==> config.mk <==
export PLATFORM = sky130hd
export DESIGN_NAME = gray_lut_png_scanline_expander
export DESIGN_NICKNAME = d
export VERILOG_FILES = /design/src/hw/rtl/gle_pkg.sv /design/src/hw/rtl/gle_tone_ram.sv /design/src/hw/rtl/gle_byte_emitter.sv /design/src/hw/rtl/gray_lut_png_scanline_expander.sv
export SDC_FILE = /design/constraint.sdc
export NUM_CORES = 2
export LEC_CHECK = 0
export ABC_AREA = 1
export CAP_MARGIN = 20
export CORE_UTILIZATION = 58
export CTS_CLUSTER_SIZE = 10
export DETAILED_ROUTE_END_ITERATION = 10
export DONT_BUFFER_PORTS = 1
export PLACE_DENSITY_LB_ADDON = 0.08
export SLEW_MARGIN = 0
export SYNTH_ARGS = -nofsm -noshare
export SYNTH_HDL_FRONTEND = slang
export SYNTH_HIERARCHICAL = 1
export SYNTH_SLANG_ARGS = --single-unit
==> constraint.sdc <==
create_clock -name clk -period 4.2 [get_ports clk]
set_input_delay 0.21 -clock clk [delete_from_list [all_inputs] [get_ports clk]]
set_output_delay 0.21 -clock clk [all_outputs]
set_load 0.02 [all_outputs]
==> src/hw/rtl/gle_pkg.sv <==
// Shared types, constants and helper functions for the gray tone-table scanline expander.
`default_nettype none

package gle_pkg;

	localparam int DataW        = 8;
	localparam int ModeW        = 2;
	localparam int RowWidthW    = 13;
	localparam int ApbDataW     = 32;
	localparam int ApbAddrW     = 3;
	localparam int ByteIdxW     = 4;
	localparam int MaxWidthDflt = 4096;

	localparam logic [DataW-1:0] FillByte   = 8'hFF;
	localparam logic [DataW-1:0] FilterNone = 8'h00;

	// input opcodes
	localparam logic OP_PIXEL       = 1'b0;
	localparam logic OP_TABLE_WRITE = 1'b1;

	// register index, taken from paddr[2]
	localparam logic REG_OUTPUT_MODE = 1'b0;
	localparam logic REG_ROW_WIDTH   = 1'b1;

	typedef enum logic [ModeW-1:0] {
		MODE_GRAY8  = 2'd0,
		MODE_GRAY16 = 2'd1,
		MODE_RGBA8  = 2'd2,
		MODE_RGBA16 = 2'd3
	} gle_mode_t;

	// per-pixel control handed from the front end to the byte emitter
	typedef struct packed {
		gle_mode_t mode;
		logic      filt;
		logic      ends;
	} gle_pix_t;

	// bytes per pixel in a mode
	function automatic logic [ByteIdxW-1:0] px_bytes(input gle_mode_t mode);
		logic [ByteIdxW-1:0] n;
		unique case (mode)
			MODE_GRAY8:  n = 4'd1;
			MODE_GRAY16: n = 4'd2;
			MODE_RGBA8:  n = 4'd4;
			MODE_RGBA16: n = 4'd8;
			default:     n = 4'd1;
		endcase
		return n;
	endfunction

	// trailing alpha bytes (0xFF) per pixel in a mode
	function automatic logic [ByteIdxW-1:0] pad_bytes(input gle_mode_t mode);
		logic [ByteIdxW-1:0] n;
		unique case (mode)
			MODE_GRAY8:  n = 4'd0;
			MODE_GRAY16: n = 4'd0;
			MODE_RGBA8:  n = 4'd1;
			MODE_RGBA16: n = 4'd2;
			default:     n = 4'd0;
		endcase
		return n;
	endfunction

endpackage

`default_nettype wire

==> src/hw/rtl/gle_tone_ram.sv <==
// 256 x 8 tone table, one write port, one registered read port.
`default_nettype none

module gle_tone_ram (
	input  wire logic                        clk,
	input  wire logic                        we,
	input  wire logic [gle_pkg::DataW-1:0]   waddr,
	input  wire logic [gle_pkg::DataW-1:0]   wdata,
	input  wire logic                        re,
	input  wire logic [gle_pkg::DataW-1:0]   raddr,
	output      logic [gle_pkg::DataW-1:0]   rdata
);

	localparam int Depth = 1 << gle_pkg::DataW;

	logic [gle_pkg::DataW-1:0] mem [Depth];
	logic [gle_pkg::DataW-1:0] rd_data_s1;

	always_ff @(posedge clk) begin
		if (we) begin
			mem[waddr] <= wdata;
		end
	end

	always_ff @(posedge clk) begin
		if (re) begin
			rd_data_s1 <= mem[raddr];
		end
	end

	assign rdata = rd_data_s1;

endmodule

`default_nettype wire

==> src/hw/rtl/gle_byte_emitter.sv <==
// Lookup-result stage and byte serializer producing the raw scanline words.
`default_nettype none

module gle_byte_emitter (
	input  wire logic                        clk,
	input  wire logic                        arst_n,
	input  wire logic                        load,
	input  wire gle_pkg::gle_pix_t           pix,
	input  wire logic [gle_pkg::DataW-1:0]   rdata,
	output      logic                        busy,
	output      logic                        byte_valid,
	input  wire logic                        byte_stall,
	output      logic [gle_pkg::DataW-1:0]   out_byte,
	output      logic                        is_filter_byte,
	output      logic                        row_end,
	output      logic                        last_of_run
);

	// stage 1: table read in flight / result waiting
	logic              valid_s1;
	gle_pkg::gle_pix_t pix_s1;

	// current pixel being serialized
	logic                          cur_valid_q;
	logic [gle_pkg::DataW-1:0]     v_q;
	logic [gle_pkg::ByteIdxW-1:0]  idx_q;
	logic [gle_pkg::ByteIdxW-1:0]  last_idx_q;
	logic [gle_pkg::ByteIdxW-1:0]  ff_start_q;
	logic                          filt_q;
	logic                          ends_q;

	logic                          cur_last;
	logic                          s1_move;
	logic [gle_pkg::ByteIdxW-1:0]  n_px;
	logic [gle_pkg::ByteIdxW-1:0]  n_pad;
	logic [gle_pkg::ByteIdxW-1:0]  n_filt;

	assign cur_last = (idx_q == last_idx_q);
	assign s1_move  = valid_s1 && (!cur_valid_q || (cur_last && !byte_stall));
	assign busy     = valid_s1 && !s1_move;

	assign n_px   = gle_pkg::px_bytes(pix_s1.mode);
	assign n_pad  = gle_pkg::pad_bytes(pix_s1.mode);
	assign n_filt = {{(gle_pkg::ByteIdxW-1){1'b0}}, pix_s1.filt};

	always_ff @(posedge clk or negedge arst_n) begin
		if (!arst_n) begin
			valid_s1 <= 1'b0;
		end else if (load) begin
			valid_s1 <= 1'b1;
		end else if (s1_move) begin
			valid_s1 <= 1'b0;
		end
	end

	always_ff @(posedge clk) begin
		if (load) begin
			pix_s1 <= pix;
		end
	end

	always_ff @(posedge clk or negedge arst_n) begin
		if (!arst_n) begin
			cur_valid_q <= 1'b0;
			idx_q       <= '0;
		end else if (s1_move) begin
			cur_valid_q <= 1'b1;
			idx_q       <= '0;
		end else if (cur_valid_q && !byte_stall) begin
			if (cur_last) begin
				cur_valid_q <= 1'b0;
			end else begin
				idx_q <= idx_q + 1'b1;
			end
		end
	end

	always_ff @(posedge clk) begin
		if (s1_move) begin
			v_q        <= rdata;
			filt_q     <= pix_s1.filt;
			ends_q     <= pix_s1.ends;
			last_idx_q <= n_filt + n_px - 1'b1;
			// past the last index in gray modes, so no fill byte appears
			ff_start_q <= n_filt + n_px - n_pad;
		end
	end

	always_comb begin
		byte_valid     = cur_valid_q;
		is_filter_byte = filt_q && (idx_q == '0);
		row_end        = cur_last && ends_q;
		last_of_run    = cur_last;
		priority if (is_filter_byte) begin
			out_byte = gle_pkg::FilterNone;
		end else if (idx_q >= ff_start_q) begin
			out_byte = gle_pkg::FillByte;
		end else begin
			out_byte = v_q;
		end
	end

	// a pixel still owing bytes does not vanish
	a_hold_cur: assert property (@(posedge clk) disable iff (!arst_n)
		cur_valid_q && !cur_last |=> cur_valid_q)
		else $error("emitter dropped a pixel mid-run");

	// index never runs past the pixel's last byte
	a_idx_range: assert property (@(posedge clk) disable iff (!arst_n)
		cur_valid_q |-> idx_q <= last_idx_q)
		else $error("byte index beyond run length");

	// a waiting lookup result keeps its control until it moves on
	a_s1_hold: assert property (@(posedge clk) disable iff (!arst_n)
		valid_s1 && !s1_move |=> valid_s1 && $stable(pix_s1))
		else $error("stage 1 changed while blocked");

	// the filter byte never closes a run
	a_filt_not_last: assert property (@(posedge clk) disable iff (!arst_n)
		cur_valid_q && is_filter_byte |-> !last_of_run && !row_end)
		else $error("filter byte flagged as run end");

endmodule

`default_nettype wire

==> src/hw/rtl/gray_lut_png_scanline_expander.sv <==
// Top level: gray samples through a tone table into raw PNG scanline bytes.
//
//  channel    dir  handshake               payload
//  ---------  ---  ----------------------  ----------------------------------------------
//  pix        in   pix_valid / pix_stall   opcode, gray_sample, table_index, table_value
//  byte       out  byte_valid / byte_stall out_byte, is_filter_byte, row_end, last_of_run
//  apb        in   psel/penable/pready     paddr, pwrite, pwdata, prdata
//
//  A table write sends no word. A pixel sends 1..9 words, one word a cycle while
//  byte_stall is low, so its rate is set by the byte-wide output register. The
//  table read is registered and overlaps the previous pixel's serialization.
//  Reset clears the column count and all valid flags and resets the registers;
//  the table itself is not cleared. byte_stall holds the current word and, once
//  the lookup stage is full, asserts pix_stall.
`default_nettype none

module gray_lut_png_scanline_expander #(
	parameter int MAX_WIDTH = gle_pkg::MaxWidthDflt
) (
	input  wire logic                           clk,
	input  wire logic                           arst_n,
	// configuration
	input  wire logic                           psel,
	input  wire logic                           penable,
	input  wire logic                           pwrite,
	input  wire logic [gle_pkg::ApbAddrW-1:0]   paddr,
	input  wire logic [gle_pkg::ApbDataW-1:0]   pwdata,
	output      logic [gle_pkg::ApbDataW-1:0]   prdata,
	output      logic                           pready,
	// input words
	input  wire logic                           pix_valid,
	output      logic                           pix_stall,
	input  wire logic                           opcode,
	input  wire logic [gle_pkg::DataW-1:0]      gray_sample,
	input  wire logic [gle_pkg::DataW-1:0]      table_index,
	input  wire logic [gle_pkg::DataW-1:0]      table_value,
	// output words
	output      logic                           byte_valid,
	input  wire logic                           byte_stall,
	output      logic [gle_pkg::DataW-1:0]      out_byte,
	output      logic                           is_filter_byte,
	output      logic                           row_end,
	output      logic                           last_of_run
);

	// column counter holds 0..MAX_WIDTH-1
	localparam int ColW  = (MAX_WIDTH > 1) ? $clog2(MAX_WIDTH) : 1;
	localparam int MaxW  = $clog2(MAX_WIDTH + 1);
	localparam int CmpW  = ((MaxW > gle_pkg::RowWidthW) ? MaxW : gle_pkg::RowWidthW) + 1;

	gle_pkg::gle_mode_t                 mode_q;
	logic [gle_pkg::RowWidthW-1:0]      row_width_q;
	logic [ColW-1:0]                    col_q;

	logic                               cfg_wr;
	logic                               accept;
	logic                               pix_acc;
	logic                               tbl_acc;
	logic                               busy;
	logic [CmpW-1:0]                    w_eff;
	logic [CmpW-1:0]                    rw_ext;
	logic [CmpW-1:0]                    col_next;
	logic                               ends;
	gle_pkg::gle_pix_t                  pix;
	logic [gle_pkg::DataW-1:0]          rdata;

	// ---------------- configuration port ----------------
	assign pready = 1'b1;
	assign cfg_wr = psel && penable && pwrite && pready;

	always_ff @(posedge clk or negedge arst_n) begin
		if (!arst_n) begin
			mode_q      <= gle_pkg::MODE_GRAY8;
			row_width_q <= gle_pkg::RowWidthW'(1);
		end else if (cfg_wr) begin
			unique case (paddr[2])
				gle_pkg::REG_OUTPUT_MODE: begin
					mode_q <= gle_pkg::gle_mode_t'(pwdata[gle_pkg::ModeW-1:0]);
				end
				gle_pkg::REG_ROW_WIDTH: begin
					row_width_q <= pwdata[gle_pkg::RowWidthW-1:0];
				end
				default: begin
				end
			endcase
		end
	end

	always_comb begin
		unique case (paddr[2])
			gle_pkg::REG_OUTPUT_MODE: prdata = gle_pkg::ApbDataW'(mode_q);
			gle_pkg::REG_ROW_WIDTH:   prdata = gle_pkg::ApbDataW'(row_width_q);
			default:                  prdata = '0;
		endcase
	end

	// ---------------- input acceptance ----------------
	assign pix_stall = busy;
	assign accept    = pix_valid && !pix_stall;
	assign pix_acc   = accept && (opcode == gle_pkg::OP_PIXEL);
	assign tbl_acc   = accept && (opcode == gle_pkg::OP_TABLE_WRITE);

	// ---------------- row position ----------------
	// zero width acts as one, anything over MAX_WIDTH saturates
	assign rw_ext = CmpW'(row_width_q);
	always_comb begin
		priority if (row_width_q == '0) begin
			w_eff = CmpW'(1);
		end else if (rw_ext > CmpW'(MAX_WIDTH)) begin
			w_eff = CmpW'(MAX_WIDTH);
		end else begin
			w_eff = rw_ext;
		end
	end

	assign col_next = CmpW'(col_q) + 1'b1;
	assign ends     = (col_next >= w_eff);

	always_ff @(posedge clk or negedge arst_n) begin
		if (!arst_n) begin
			col_q <= '0;
		end else if (pix_acc) begin
			col_q <= ends ? '0 : col_next[ColW-1:0];
		end
	end

	assign pix.mode = mode_q;
	assign pix.filt = (col_q == '0);
	assign pix.ends = ends;

	// ---------------- tone table ----------------
	gle_tone_ram u_ram (
		.clk   (clk),
		.we    (tbl_acc),
		.waddr (table_index),
		.wdata (table_value),
		.re    (pix_acc),
		.raddr (gray_sample),
		.rdata (rdata)
	);

	// ---------------- byte serializer ----------------
	gle_byte_emitter u_emit (
		.clk            (clk),
		.arst_n         (arst_n),
		.load           (pix_acc),
		.pix            (pix),
		.rdata          (rdata),
		.busy           (busy),
		.byte_valid     (byte_valid),
		.byte_stall     (byte_stall),
		.out_byte       (out_byte),
		.is_filter_byte (is_filter_byte),
		.row_end        (row_end),
		.last_of_run    (last_of_run)
	);

	// column count stays inside the saturated row width range
	a_col_range: assert property (@(posedge clk) disable iff (!arst_n)
		CmpW'(col_q) < CmpW'(MAX_WIDTH))
		else $error("column count out of range");

	// a row-ending pixel restarts the column count
	a_col_wrap: assert property (@(posedge clk) disable iff (!arst_n)
		pix_acc && ends |=> col_q == '0)
		else $error("column count did not wrap at row end");

	// table writes leave the row position alone
	a_tbl_col: assert property (@(posedge clk) disable iff (!arst_n)
		tbl_acc |=> $stable(col_q))
		else $error("table write moved the column count");

endmodule

`default_nettype wire
-- Word level (Yosys, flattened, before mapping)
Memory sizes are Yosys's and may differ from the RTL's. A register that Yosys moved wholly into a read port is not among the register bits.
Cells that the tools add are included.
- $add $sub $neg: 5
- magnitude comparators: 3
- eq/ne operators: 5
- muxes and demuxes: 18
- bitwise logic cells: 2
- reductions and logical operators: 28
- operator list (cell ; number):
    $pmux 32 s2 ; 1
    $mux 13 ; 2
    $mux 8 ; 2
    $pmux 4 s4 ; 1
    $ge 13x14->1 ; 1
    $add 12x1->13 const B ; 1
    $gt 13x13->1 const B ; 1
    $logic_not 13->1 ; 1
    $logic_not 12->1 ; 1
    $mux 12 ; 1
    $mux 4 ; 3
    $pmux 4 s3 ; 1
    $logic_and 1x1->1 ; 11
    $reduce_and 2->1 ; 4
    $mux 1 ; 7
    $reduce_bool 2->1 ; 3
    $add 1x4->4 ; 1
    $add 4x1->4 const B ; 1
    $eq 2x2->1 const B ; 2
    $eq 4x4->1 ; 1
    $ge 4x4->1 ; 1
    $logic_not 1->1 ; 4
    $logic_not 4->1 ; 1
    $sub 4x1->4 const B ; 1
    7 further kinds ; 8
- flip-flop bits (word level): 55
- memory bits (writable): 2048
- input bits: 67
- memories kept: 1
- memories (memory ; depth ; width ; read ports ; clocked after Yosys merged registers in ; wr ports ; line ; RTL):
    u_ram.mem ; 256 ; 8 ; 1 ; 1 ; 1 ; gle_tone_ram.sv:16 ; logic [gle_pkg::DataW-1:0] mem [Depth];

-- Longest topological paths before layout
- word-level depth: 11
- depth in mapped cells: 17
- depth with buffers taken out: 16

-- By module
The synthesis kept the hierarchy.
- by module, submodules not included (module ; instances ; cells an instance ; area an instance (um^2) ; seq. area each (um^2)):
    gle_tone_ram ; 1 ; 7003 ; 83476.3 ; 61739.2
    gray_lut_png_scanline_expander ; 1 ; 306 ; 2124.5 ; 676.9
    gle_byte_emitter ; 1 ; 140 ; 1423.9 ; 810.8

-- Worst setup path after synthesis
Ideal clock, no wire load.
- path type: register to register
- from: register u_emit/idx_q[1] (netlist bit)
- to: memory u_ram/mem[162][0] (netlist bit), enable pin
- library setup time: 0.370 ns
- data arrival time: 2.377 ns
- required time: 3.830 ns
- path slack: 1.452 ns
- cell stages (with the launch flop): 13
- cell sequence: dfrtp_1 -> inv_2 -> nand2_1 -> nand2_1 -> nor2_1 -> nand2_2 -> o21ai_2 -> nor2_2 -> nor3b_1 -> clkbuf_1 -> nand3_1 -> clkbuf_1 -> nor2_1
- cells in the longest elaborated chain, start to end: 11
- ends and longest elaborated chain (item ; line ; RTL):
    start: declaration ; gle_byte_emitter.sv:26 ; logic [gle_pkg::ByteIdxW-1:0] idx_q;
    start signal: assignment ; gle_byte_emitter.sv:73 ; idx_q <= idx_q + 1'b1;
    $eq 4x4->1 ; gle_byte_emitter.sv:38 ; assign cur_last = (idx_q == last_idx_q);
    $logic_and 1x1->1 ; gle_byte_emitter.sv:39 ; assign s1_move = valid_s1 && (!cur_valid_q || (cur_last && !byte_stall));
    $logic_or 1x1->1 ; gle_byte_emitter.sv:39 ;
    $logic_and 1x1->1 ; gle_byte_emitter.sv:39 ;
    $logic_not 1->1 ; gle_byte_emitter.sv:40 ; assign busy = valid_s1 && !s1_move;
    $logic_and 1x1->1 ; gle_byte_emitter.sv:40 ;
    net pix_stall ; gray_lut_png_scanline_expander.sv:32 ; output logic pix_stall,
    $logic_not 1->1 ; gray_lut_png_scanline_expander.sv:99 ; assign accept = pix_valid && !pix_stall;
    $logic_and 1x1->1 ; gray_lut_png_scanline_expander.sv:99 ;
    $logic_and 1x1->1 ; gray_lut_png_scanline_expander.sv:101 ; assign tbl_acc = accept && (opcode == gle_pkg::OP_TABLE_WRITE);
    net tbl_acc ; gray_lut_png_scanline_expander.sv:58 ; logic tbl_acc;
    $mux 1 ; gle_tone_ram.sv:20 ; if (we) begin
    $mux 1 (implied by the code) ; gle_tone_ram.sv:21 ; mem[waddr] <= wdata;
    end: declaration ; gle_tone_ram.sv:16 ;
The timed path passes the listed nets, and every way through them passes these cells.

==> impl_metrics.py <==
metrics = {
    "worst_setup_path": {
        "timing.rr.end": "u_ram/mem[15][3]$_DFFE_PP_",
        "crit_type": "input pin to flop",
        "worst_setup_path_end_kind": "flop",
        "crit_required_ns": 4.75,
        "critical_path.max_fanout": 1025,
        "cpPeakStageDelay_ns": 1.05,
        "regToRegSetupSlack_ns": 0.61,
        "startpoint_type": "input pin",
        "crit_top_cell": "nand3_1",
        "reg2reg_depth": 12,
        "cp_slowest_cell": "nand2_1",
        "crit_arrival_ns": 6.45,
        "cp-startpoint": "gray_sample[0]",
        "timing.rr.start": "u_emit/idx_q[1]$_DFFE_PN0P_",
        "crit_chain": "nand2_1 > nand3_1 > nand3_1 > nand3_1 > nand3_1 > nand3_1 > dlygate4sd3_1 > nand3_1 > nand2_1 > dlygate4sd3_1 > nand2_1 > nand2_1",
    },
    "floorplanning": {
        "io_pins": 113,
        "die-area_sq_um": 151600,
        "core_sq_um": 148400,
        "chipWidth_microns": 389.4,
        "die_h_microns": 389.4,
        "initial_core_util_pct": 58.65,
        "num_rows": 141,
    },
    "timing": {
        "fin_ws_ns": -1.700,
        "fin_skew_ns": 0.02427,
        "tightest_slew_ns": 6.189,
        "fin_crit_sh_pct": 140.5,
        "timing.hold.ws_ns": -0.06313,
        "hold_viol": 11,
        "tns_ns": -8.057,
        "max_freq_mhz": 169.5,
        "setup_viol": 8,
        "slew_headroom_pct": -312.6,
        "rsz0062_at_grt": "no",
        "slew_violations": 1084,
        "min_period_ns": 5.900,
    },
    "global_route": {
        "top_usage_layer": "met2",
        "grt.met2_usage_pct": 45.80,
        "grtUsageTotal_pct": 29.60,
        "grt_max_degree": 1026,
        "grt_pass1_wl_mm": 335.5,
        "grtUsageMet3_pct": 4.602,
        "met1_usage_pct": 43.09,
        "grt_overflow": 0,
        "grt_antenna_before_repair": 3,
        "grt_pass1_vias": 53620,
    },
    "layout": {
        "fillers": 11220,
        "multiInputGateArea_sq_um": 20830,
        "layout.cells.non_filler": 9553,
        "area_growth_pct": 10.41,
        "postLayoutCoreUtil_pct": 64.76,
        "stdcell_area_sq_um": 96080,
        "layout-drive-gt1-share_pct": 7.259,
        "fin_nets": 7592,
        "regArea_sq_um": 63230,
    },
    "clock_tree": {
        "clock-sinks": 2111,
        "cts.htree.levels": 4,
        "post_cts_resized": 0,
        "cts-hold-fix-buffers": 53,
        "cts_root_buf": "clkbuf_16",
        "cts_setup_buffers": 0,
        "tritoncts": "done",
        "clock_path_buffers": 3,
        "clk_latency_ns": 0.85,
        "cts_buffers": 231,
        "clk_pin_slew_ns": 0.05,
    },
    "logic_synthesis": {
        "syn-instance-count": 7449,
        "ys_async_sr_fraction_pct": 1.563,
        "synth_area_sq_um": 87020,
        "synth_common_cells": "nand2_1 (2,253), edfxtp_1 (2,078), nand3_1 (2,034)",
        "synth_ff_type": "edfxtp_1",
        "yosysMostFrequentCell": "nand2_1",
        "yosys_warnings": 6,
        "post-synth-top-area-cell": "edfxtp_1",
        "synth_cell_type_count": 39,
        "yosysSeqAreaShare_pct": 72.65,
        "synth-edff-count": 2078,
        "syn_avg_cell_area_sq_um": 11.68,
        "synth_top_area_share_pct": 71.70,
        "synth.area.top_cells": "edfxtp_1 (72%), nand3_1 (12%), nand2_1 (9.7%)",
        "ys_seq_elements": 2111,
    },
    "outcome": {
        "status": "finished with violations",
        "violations": "negative hold slack, max-slew violations, negative setup slack",
    },
    "detailed_routing": {
        "num_vias": 56890,
        "ant_nets": 0,
        "drc": 0,
        "initialDrtViolationCount": 6405,
        "wire_per_inst_microns": 23.66,
        "drtPass1Iterations": 6,
        "wl_mm": 226.0,
        "via_per_inst": 5.955,
    },
    "placed_design": {
        "dp.cells": 9213,
        "dp.final_hpwl_mm": 116.8,
        "place_congestion": 0.8498,
        "io_buffer_count": 0,
        "place_area_sq_um": 89200,
        "place_ws_ns": 0.6975,
    },
    "min_path": {
        "whs_path_depth": 1,
        "hold_end": "u_ram/mem[120][1]$_DFFE_PP_",
        "hp-class": "input pin to flop",
        "hp-start": "table_value[1]",
    },
    "power": {
        "total_power_mw": 43.77,
        "ir_drop_mv": 0.4244,
        "powerDensity_nw_per_um2": 455.6,
        "p_leak_nw": 34.11,
    },
    "flow_run": {
        "drv_cap": 0,
    },
}
## power by group
part | switching [mW] | internal (mW)
registers | 0.110 | 23.3
logic | 2.09 | 0.930
clock network | 7.47 | 9.87
## critical path: cells and delay by family
kind | cells | cell delay, ns
simple gates | 10 | 2.08
buf+inv | 2 | 1.15
## worst max path at each step
stage	to	slack (ns)
5_1_grt	u_ram/rdata[3]$_DFFE_PP_	0.15
3_3_place_gp	u_ram/mem[140][3]$_DFFE_PP_	0.69
6_report	u_ram/rdata[3]$_DFFE_PP_	-1.70
3_5_place_dp	u_ram/mem[140][3]$_DFFE_PP_	0.70
2_1_floorplan	u_ram/mem[162][0]$_DFFE_PP_	1.45
4_1_cts	u_ram/mem[15][3]$_DFFE_PP_	0.69
## layout make-up
type	instances	area share (%)
flip-flops and latches	2111	65.80
clock inverters	11	0.1328
multi-input cells	4730	21.68
inverters	118	0.4961
well taps	2002	2.607
repair buffers	307	3.013
clock buffers	272	6.265
diodes	2	0.005209
## layer usage
| metal | share of wire (%) | wire length, microns |
|---|---|---|
| met1 | 41 | 93180 |
| met4 | 3.4 | 7678 |
| met2 | 46 | 104900 |
| met3 | 9.0 | 20270 |
| met5 | 0.0058 | 13 |
## placed cells by master (no fill, tap or decap), types with 2 or more instances in the layout
| cell | n |
|---|---|
| nor2_4 | 2 |
| conb_1 | 20 |
| nand2_1 | 2243 |
| xor2_1 | 8 |
| nand4_1 | 3 |
| dfrtp_1 | 32 |
| and2_1 | 2 |
| dlygate4sd3_1 | 44 |
| inv_6 | 5 |
| nor2_2 | 2 |
| edfxtp_1 | 2078 |
| nor4_1 | 3 |
| diode_2 | 2 |
| nand3_1 | 2034 |
| nand2_2 | 15 |
| inv_8 | 2 |
| buf_16 | 9 |
| xnor2_1 | 2 |
| clkbuf_16 | 235 |
| inv_2 | 4 |
| inv_1 | 110 |
| mux2_2 | 8 |
| a21oi_1 | 6 |
| buf_12 | 24 |
| ha_1 | 25 |
| nor2_1 | 314 |
| o21ai_1 | 5 |
| buf_4 | 230 |
| nor3_1 | 2 |
| clkbuf_1 | 37 |
| inv_16 | 2 |
| o21ai_0 | 27 |
## logic make-up after synthesis
| family | after synthesis | share of synthesized area [%] |
|---|---|---|
| and+or+nand+nor | 4624 | 22.95 |
| DFF | 2111 | 72.65 |
| buffers and inverters | 626 | 3.531 |
| AOI/OAI and AO/OA | 42 | 0.2703 |
| adders and majority gates | 26 | 0.3824 |
| xor gates and xnor gates | 10 | 0.1006 |
| muxes | 8 | 0.1035 |
| other | 2 | 0.008630 |
## flip-flops by register name, summed over array words and instances (netlist names)
| signal | count |
|---|---|
| col_q | 12 |
| mode_q | 2 |
| row_width_q | 13 |
| u_emit/byte_valid | 1 |
| u_emit/ends_q | 1 |
| u_emit/ff_start_q | 4 |
| u_emit/filt_q | 1 |
| u_emit/idx_q | 4 |
| u_emit/last_idx_q | 4 |
| u_emit/n_filt | 1 |
| u_emit/pix_s1 | 3 |
| u_emit/v_q | 8 |
| u_emit/valid_s1 | 1 |
| u_ram/mem | 2048 |
| u_ram/rdata | 8 |
(Power assumes the default switching activity.)
